**config.mk**
```make
export PLATFORM = sky130hd
export DESIGN_NAME = prdd_front_flat
export DESIGN_NICKNAME = d
export VERILOG_FILES = /design/src/rtl/core/prdd_pkg.sv /design/src/rtl/core/prdd_ifs.sv /design/src/rtl/core/prdd_front.sv /design/src/flat_wrapper.sv
export SDC_FILE = /design/constraint.sdc
export NUM_CORES = 1
export LEC_CHECK = 0
export BUFFER_PORTS_ARGS = -buffer_cell sky130_fd_sc_hd__buf_2
export CAP_MARGIN = 20
export CORE_ASPECT_RATIO = 0.5
export CORE_MARGIN = 8
export CORE_UTILIZATION = 31
export CTS_BUF_LIST = sky130_fd_sc_hd__clkbuf_2
export DETAILED_ROUTE_END_ITERATION = 6
export PLACE_DENSITY_LB_ADDON = 0.1
export SLEW_MARGIN = 20
export SYNTH_ARGS = -nofsm -noshare
export SYNTH_HDL_FRONTEND = slang
export SYNTH_SLANG_ARGS = --single-unit
```
**constraint.sdc**
```tcl
create_clock -name clk -period 2.4 [get_ports clk]
set_input_delay 0.48 -clock clk [delete_from_list [all_inputs] [get_ports clk]]
set_output_delay 0.48 -clock clk [all_outputs]
set_load 0.05 [all_outputs]
```
**src/rtl/core/prdd_pkg.sv**
```systemverilog
// Package for the paired read descriptor decoder.
// Holds the token codes, error codes, field widths and the queue token type.
// No dependencies.
`default_nettype none

package prdd_pkg;

  // Default sizes of the storage.
  localparam int REF_DEPTH_DEF    = 65536;
  localparam int MAX_READ_LEN_DEF = 256;
  localparam int CHUNK_BASES_DEF  = 16;

  // Fixed field widths.
  localparam int BASE_W    = 3;
  localparam int LEN_W     = 9;
  localparam int DELTA_W   = 16;
  localparam int GAP_W     = 15;
  localparam int MMGAP_W   = 9;
  localparam int RUNPOS_W  = 17;
  localparam int OFF_W     = 10;
  localparam int PACK_W    = 48;
  localparam int COUNT_W   = 5;
  localparam int ERR_W     = 3;

  // Depth of the token queue between the front and the back.
  localparam int QUEUE_DEPTH = 4;

  // Base codes.
  localparam logic [BASE_W-1:0] BASE_T = 3'd3;
  localparam logic [BASE_W-1:0] BASE_N = 3'd4;

  // Token commands.
  typedef enum logic [1:0] {
    CMD_REF = 2'd0,
    CMD_HDR = 2'd1,
    CMD_MM  = 2'd2,
    CMD_END = 2'd3
  } cmd_t;

  // Error codes.
  localparam logic [ERR_W-1:0] ERR_NONE     = 3'd0;
  localparam logic [ERR_W-1:0] ERR_MM_KIND  = 3'd1;
  localparam logic [ERR_W-1:0] ERR_MM_RANGE = 3'd2;
  localparam logic [ERR_W-1:0] ERR_REF_RANGE = 3'd3;
  localparam logic [ERR_W-1:0] ERR_FULL     = 3'd4;

  // A classified token as it waits in the queue.
  typedef struct packed {
    cmd_t                cmd;
    logic [BASE_W-1:0]   base;
    logic [DELTA_W-1:0]  pos_delta;
    logic [LEN_W-1:0]    len_first;
    logic [LEN_W-1:0]    len_second;
    logic                paired;
    logic [GAP_W-1:0]    gap;
    logic                rc_first;
    logic                rc_second;
    logic                has_mm;
    logic [MMGAP_W-1:0]  mm_gap;
    logic                kind_ok;
  } token_t;

  // Handshake between the queue and the back end.
  typedef struct packed {
    logic   valid;
    token_t tok;
  } queue_out_t;

  // Codes above N read as N.
  function automatic logic [BASE_W-1:0] clamp_base(input logic [BASE_W-1:0] b);
    clamp_base = (b > BASE_N) ? BASE_N : b;
  endfunction

  // Complement of a base; N stays N.
  function automatic logic [BASE_W-1:0] comp_base(input logic [BASE_W-1:0] b);
    comp_base = (b < BASE_N) ? (BASE_T - b) : BASE_N;
  endfunction

endpackage

`default_nettype wire

```
**src/rtl/core/prdd_ifs.sv**
```systemverilog
// Channel interfaces of the paired read descriptor decoder.
// Depends on prdd_pkg for the field widths.
`default_nettype none

interface prdd_in_if;
  import prdd_pkg::*;
  logic                 valid;
  logic                 ready;
  logic [1:0]           cmd;
  logic [BASE_W-1:0]    base;
  logic [DELTA_W-1:0]   pos_delta;
  logic [LEN_W-1:0]     len_first;
  logic [LEN_W-1:0]     len_second;
  logic                 paired;
  logic [15:0]          pair_gap_raw;
  logic [1:0]           rcomp_bits;
  logic                 has_mismatches;
  logic [MMGAP_W-1:0]   mm_gap;
  logic [1:0]           mm_kind;

  modport source (output valid, cmd, base, pos_delta, len_first, len_second, paired,
                  pair_gap_raw, rcomp_bits, has_mismatches, mm_gap, mm_kind,
                  input ready);
  modport sink (input valid, cmd, base, pos_delta, len_first, len_second, paired,
                pair_gap_raw, rcomp_bits, has_mismatches, mm_gap, mm_kind,
                output ready);
endinterface


`default_nettype wire

```
**src/rtl/core/prdd_front.sv**
```systemverilog
// Front end: accepts token beats, classifies them and queues them.
// Depends on prdd_pkg and prdd_in_if.
`default_nettype none

module prdd_front
  import prdd_pkg::*;
(
  input  wire logic   clk,
  input  wire logic   rst,
  prdd_in_if.sink     in_ch,
  output queue_out_t  q_out,
  input  wire logic   q_pop
);

  localparam int PTR_W = $clog2(QUEUE_DEPTH);

  token_t             queue [QUEUE_DEPTH];
  logic [PTR_W-1:0]   wr_ptr;
  logic [PTR_W-1:0]   rd_ptr;
  logic [PTR_W:0]     count;
  token_t             tok_in;
  logic               push;
  logic               pop;

  // Classify the incoming beat.
  always_comb begin
    tok_in.cmd        = cmd_t'(in_ch.cmd);
    tok_in.base       = clamp_base(in_ch.base);
    tok_in.pos_delta  = in_ch.pos_delta;
    tok_in.len_first  = in_ch.len_first;
    tok_in.len_second = in_ch.len_second;
    tok_in.paired     = in_ch.paired;
    tok_in.gap        = in_ch.pair_gap_raw[15:1];
    tok_in.rc_first   = in_ch.paired ? in_ch.rcomp_bits[1] : in_ch.rcomp_bits[0];
    tok_in.rc_second  = in_ch.rcomp_bits[0];
    tok_in.has_mm     = in_ch.has_mismatches;
    tok_in.mm_gap     = in_ch.mm_gap;
    tok_in.kind_ok    = (in_ch.mm_kind == 2'd0);
  end

  assign in_ch.ready = (count != (PTR_W+1)'(QUEUE_DEPTH));
  assign push        = in_ch.valid && in_ch.ready;
  assign pop         = q_pop && (count != '0);
  assign q_out.valid = (count != '0);
  assign q_out.tok   = queue[rd_ptr];

  // Queue storage.
  always_ff @(posedge clk) begin
    if (push) begin
      queue[wr_ptr] <= tok_in;
    end
  end

  // Queue pointers and fill count.
  always_ff @(posedge clk) begin
    if (rst) begin
      wr_ptr <= '0;
      rd_ptr <= '0;
      count  <= '0;
    end else begin
      if (push) begin
        wr_ptr <= (wr_ptr == PTR_W'(QUEUE_DEPTH-1)) ? '0 : wr_ptr + 1'b1;
      end
      if (pop) begin
        rd_ptr <= (rd_ptr == PTR_W'(QUEUE_DEPTH-1)) ? '0 : rd_ptr + 1'b1;
      end
      count <= count + (PTR_W+1)'(push) - (PTR_W+1)'(pop);
    end
  end

endmodule

`default_nettype wire

```
**src/flat_wrapper.sv**
```systemverilog
// flat-port wrapper written by rule: the top's interface ports become plain ports
module prdd_front_flat import prdd_pkg::*;
  (clk, rst, q_out, q_pop, in_ch_valid, in_ch_cmd, in_ch_base, in_ch_pos_delta, in_ch_len_first, in_ch_len_second, in_ch_paired, in_ch_pair_gap_raw, in_ch_rcomp_bits, in_ch_has_mismatches, in_ch_mm_gap, in_ch_mm_kind, in_ch_ready);
  prdd_in_if in_ch_i ();
  input  wire logic clk;
  input  wire logic rst;
  output queue_out_t q_out;
  input  wire logic q_pop;
  input wire logic [$bits(in_ch_i.valid)-1:0] in_ch_valid;
  input wire logic [$bits(in_ch_i.cmd)-1:0] in_ch_cmd;
  input wire logic [$bits(in_ch_i.base)-1:0] in_ch_base;
  input wire logic [$bits(in_ch_i.pos_delta)-1:0] in_ch_pos_delta;
  input wire logic [$bits(in_ch_i.len_first)-1:0] in_ch_len_first;
  input wire logic [$bits(in_ch_i.len_second)-1:0] in_ch_len_second;
  input wire logic [$bits(in_ch_i.paired)-1:0] in_ch_paired;
  input wire logic [$bits(in_ch_i.pair_gap_raw)-1:0] in_ch_pair_gap_raw;
  input wire logic [$bits(in_ch_i.rcomp_bits)-1:0] in_ch_rcomp_bits;
  input wire logic [$bits(in_ch_i.has_mismatches)-1:0] in_ch_has_mismatches;
  input wire logic [$bits(in_ch_i.mm_gap)-1:0] in_ch_mm_gap;
  input wire logic [$bits(in_ch_i.mm_kind)-1:0] in_ch_mm_kind;
  output wire logic [$bits(in_ch_i.ready)-1:0] in_ch_ready;
  assign in_ch_i.valid = in_ch_valid;
  assign in_ch_i.cmd = in_ch_cmd;
  assign in_ch_i.base = in_ch_base;
  assign in_ch_i.pos_delta = in_ch_pos_delta;
  assign in_ch_i.len_first = in_ch_len_first;
  assign in_ch_i.len_second = in_ch_len_second;
  assign in_ch_i.paired = in_ch_paired;
  assign in_ch_i.pair_gap_raw = in_ch_pair_gap_raw;
  assign in_ch_i.rcomp_bits = in_ch_rcomp_bits;
  assign in_ch_i.has_mismatches = in_ch_has_mismatches;
  assign in_ch_i.mm_gap = in_ch_mm_gap;
  assign in_ch_i.mm_kind = in_ch_mm_kind;
  assign in_ch_ready = in_ch_i.ready;
  prdd_front u_core (.clk(clk), .rst(rst), .in_ch(in_ch_i), .q_out(q_out), .q_pop(q_pop));
endmodule
```
==> results.toml <==
[placement]
port_buffers = 142
dp.cells = 998
pre_cts_slack_ps = 154
hpwlAfterDp_um = 14000
gp_congestion = 0.660

[route]
drtIter0Drc = 230
ant_nets = 0
via_count = 5284
viasPerCell = 4.38
first_pass_iters = 4
drcViolationCount = 0
drt_wl_total_um = 23600
wl_per_cell_um = 19.5

[floorplan]
fp.dieH_um = 145
dieWidth_um = 274
die_area_sq_um = 39800
initial_utilization_pct = 31.4
rows = 47
io_pins = 144
core-area_sq_um = 32900

[cts]
clkTransAtPathRegs_ps = 110
htree_levels = 3
cts_tree = "yes"
cts_made_buffers = 66
cts-root-buf = "clkbuf_2"
cts_sinks = 281
clk_latency_ps = 890
clock_path_buffers = 3

[setup_path]
cp_data_required_time_ps = 1920
critPathKind = "register to output port"
cp-start-kind = "register"
critPathMaxFanout = 5
critPathArrivalTime_ps = 2320
cp-end-kind = "output port"

[global_routing]
grt_max_degree = 37
gr-total-overflow = 0
use_met3_pct = 4.36
use_met2_pct = 19.5
gr-max-usage-layer = "met2"
grt_pass1_vias = 6017
grt_use_met1_pct = 14.9
grt_usage_pct = 12.0
antenna_found_initial = 1
grt_pass1_wl_um = 35900

[timing]
hold_violations = 0
worst_pin_slew_ps = 420
fmax_mhz = 358
fin_worst_skew_ps = 38.5
period_needed_ps = 2800
setup_viol = 68
slew_headroom_pct = 72.0
post-route-period-util_pct = 117
slew_violations = 0
setup_ws_ps = -397
rsz0062_at_grt = "true"

[yosys]
synth.area.top_cells = "edfxtp_1, mux4_2, dfxtp_1, ha_1, buf_2"
synthFlopType = "edfxtp_1"
syn_nets = 495
synth_cells = 413
async_flop_share_pct = 0
synth_edf_count = 272
ys_ff_latch = 281
syn-cell-area_sq_um = 10300
synthTopCellsByCount = "edfxtp_1, mux4_2, buf_2, dfxtp_1, ha_1"
ys_seq_area_share_pct = 80.8
ys_types = 27
yosysMostFrequentCell = "edfxtp_1"
synth_area_leader_cell = "edfxtp_1"
synthesis.yosys.warnings = 0
synth_top_area_share_pct = 79.1
avgSynthCellArea_sq_um = 25.0

[power_and_ir_drop]
ir_drop_v = 0.000732
p_per_area_nw_per_um2 = 1050
power.leakage_nw = 4.84
power.total_w = 0.0145

[status]
violations = "negative setup slack"
status = "finished, violations left"

[finish]
drive_above_1_share_pct = 48.5
area_growth_pct = 33.7
stdcell_count = 1206
nNetsFinal = 796

[hold_path]
worst_hold_path_type = "primary input to register"

[run]
max-cap-violations = 0
-- worst max-delay path, stage by stage (launching register included) --
cell and delay, ps:
dfxtp_4 380, buf_12 130, buf_12 130, buf_16 130
mux4_2 520, buf_8 170
-- timing repair --
item	4_1_cts	5_1_grt
gates resized for setup	147	4
pin swaps	1	1
endpoints found under the setup margin	70	71
buffers inserted	12	1
hold buffers	72	0
hold endpoints to repair	281	0
gates cloned	3	1
-- layout by cell type, fill, tap and decap left out, types with 2 or more instances in the layout --
master / n
clkbuf_2: 102
dlygate4sd3_1: 72
buf_4: 26
clkinv_2: 2
mux2i_1: 2
dfxtp_4: 3
mux4_2: 68
nor2_1: 5
dfxtp_2: 2
clkinv_1: 12
inv_1: 6
ha_1: 7
buf_2: 72
buf_16: 4
a21oi_1: 2
diode_2: 2
buf_8: 4
dfxtp_1: 4
edfxtp_1: 272
nor2b_1: 3
buf_6: 59
nand2b_1: 2
and3_4: 4
buf_12: 14
-- cells by family after synthesis --
logic type / synth area share [%]
XOR/XNOR: 0.0848
buffers and inverters: 1.31
AO/OA/AOI/OAI: 0.291
multiplexers: 15.1
AND/OR/NAND/NOR: 1.33
flip-flops: 80.8
adder cells (fa/ha/maj): 1.04
-- routing by layer --
layer	share of wire, %	wire [um]
met4	2.0	478
met3	4.2	994
met2	50	11900
met5	0	0
met1	43	10200
-- registers in the layout, indices dropped and copies added, names as in the netlist, named ones only --
register,flops
u_core.queue,272
u_core.count,3
u_core.rd_ptr,2
u_core.wr_ptr,2
-- final cells by class --
| type | instances | area (sq um) |
|---|---|---|
| Fill cell | 2990 | 19100 |
| Clock inverter | 15 | 58.8 |
| Antenna cell | 2 | 5.00 |
| Timing Repair Buffer | 252 | 2420 |
| Tap cell | 441 | 552 |
| Multi-Input combinational cell | 107 | 1890 |
| Sequential cell | 281 | 8360 |
| Inverter | 6 | 22.5 |
| Clock buffer | 102 | 510 |
-- worst paths after layout --
| path | startpoint | end | slack [ps] | cells past startpoint |
|---|---|---|---|---|
| setup reg to reg | u_core.count[1] | u_core.count[2] | 130 | 11 |
| hold / removal | in_ch_len_second[6] | u_core.queue[2][35] | 350 | 2 |
| hold reg to reg | u_core.rd_ptr[0] | u_core.rd_ptr[0] | 520 | 2 |
| setup / recovery | register | q_out[65] | -400 | 5 |
-- metrics by stage --
stage	hold WS, ps	area, sq um	setup TNS, ps	util (%)
2_1_floorplan	471	10300	0	-
3_3_place_gp	481	11800	0	35.9
3_5_place_dp	495	11800	0	35.9
4_1_cts	197	13800	-34450	41.8
5_1_grt	205	13800	-39360	41.9
6_report	349	13800	-23100	41.9
-- report_power, final --
part	switching (W)	leakage, nW	internal (W)
clock	0.00187	0.455	0.00112
combinational	0.00314	1.82	0.00222
sequential	0.000145	2.57	0.00596
total	0.00516	4.84	0.00930
No activity file was read; power rests on OpenSTA's default activity.
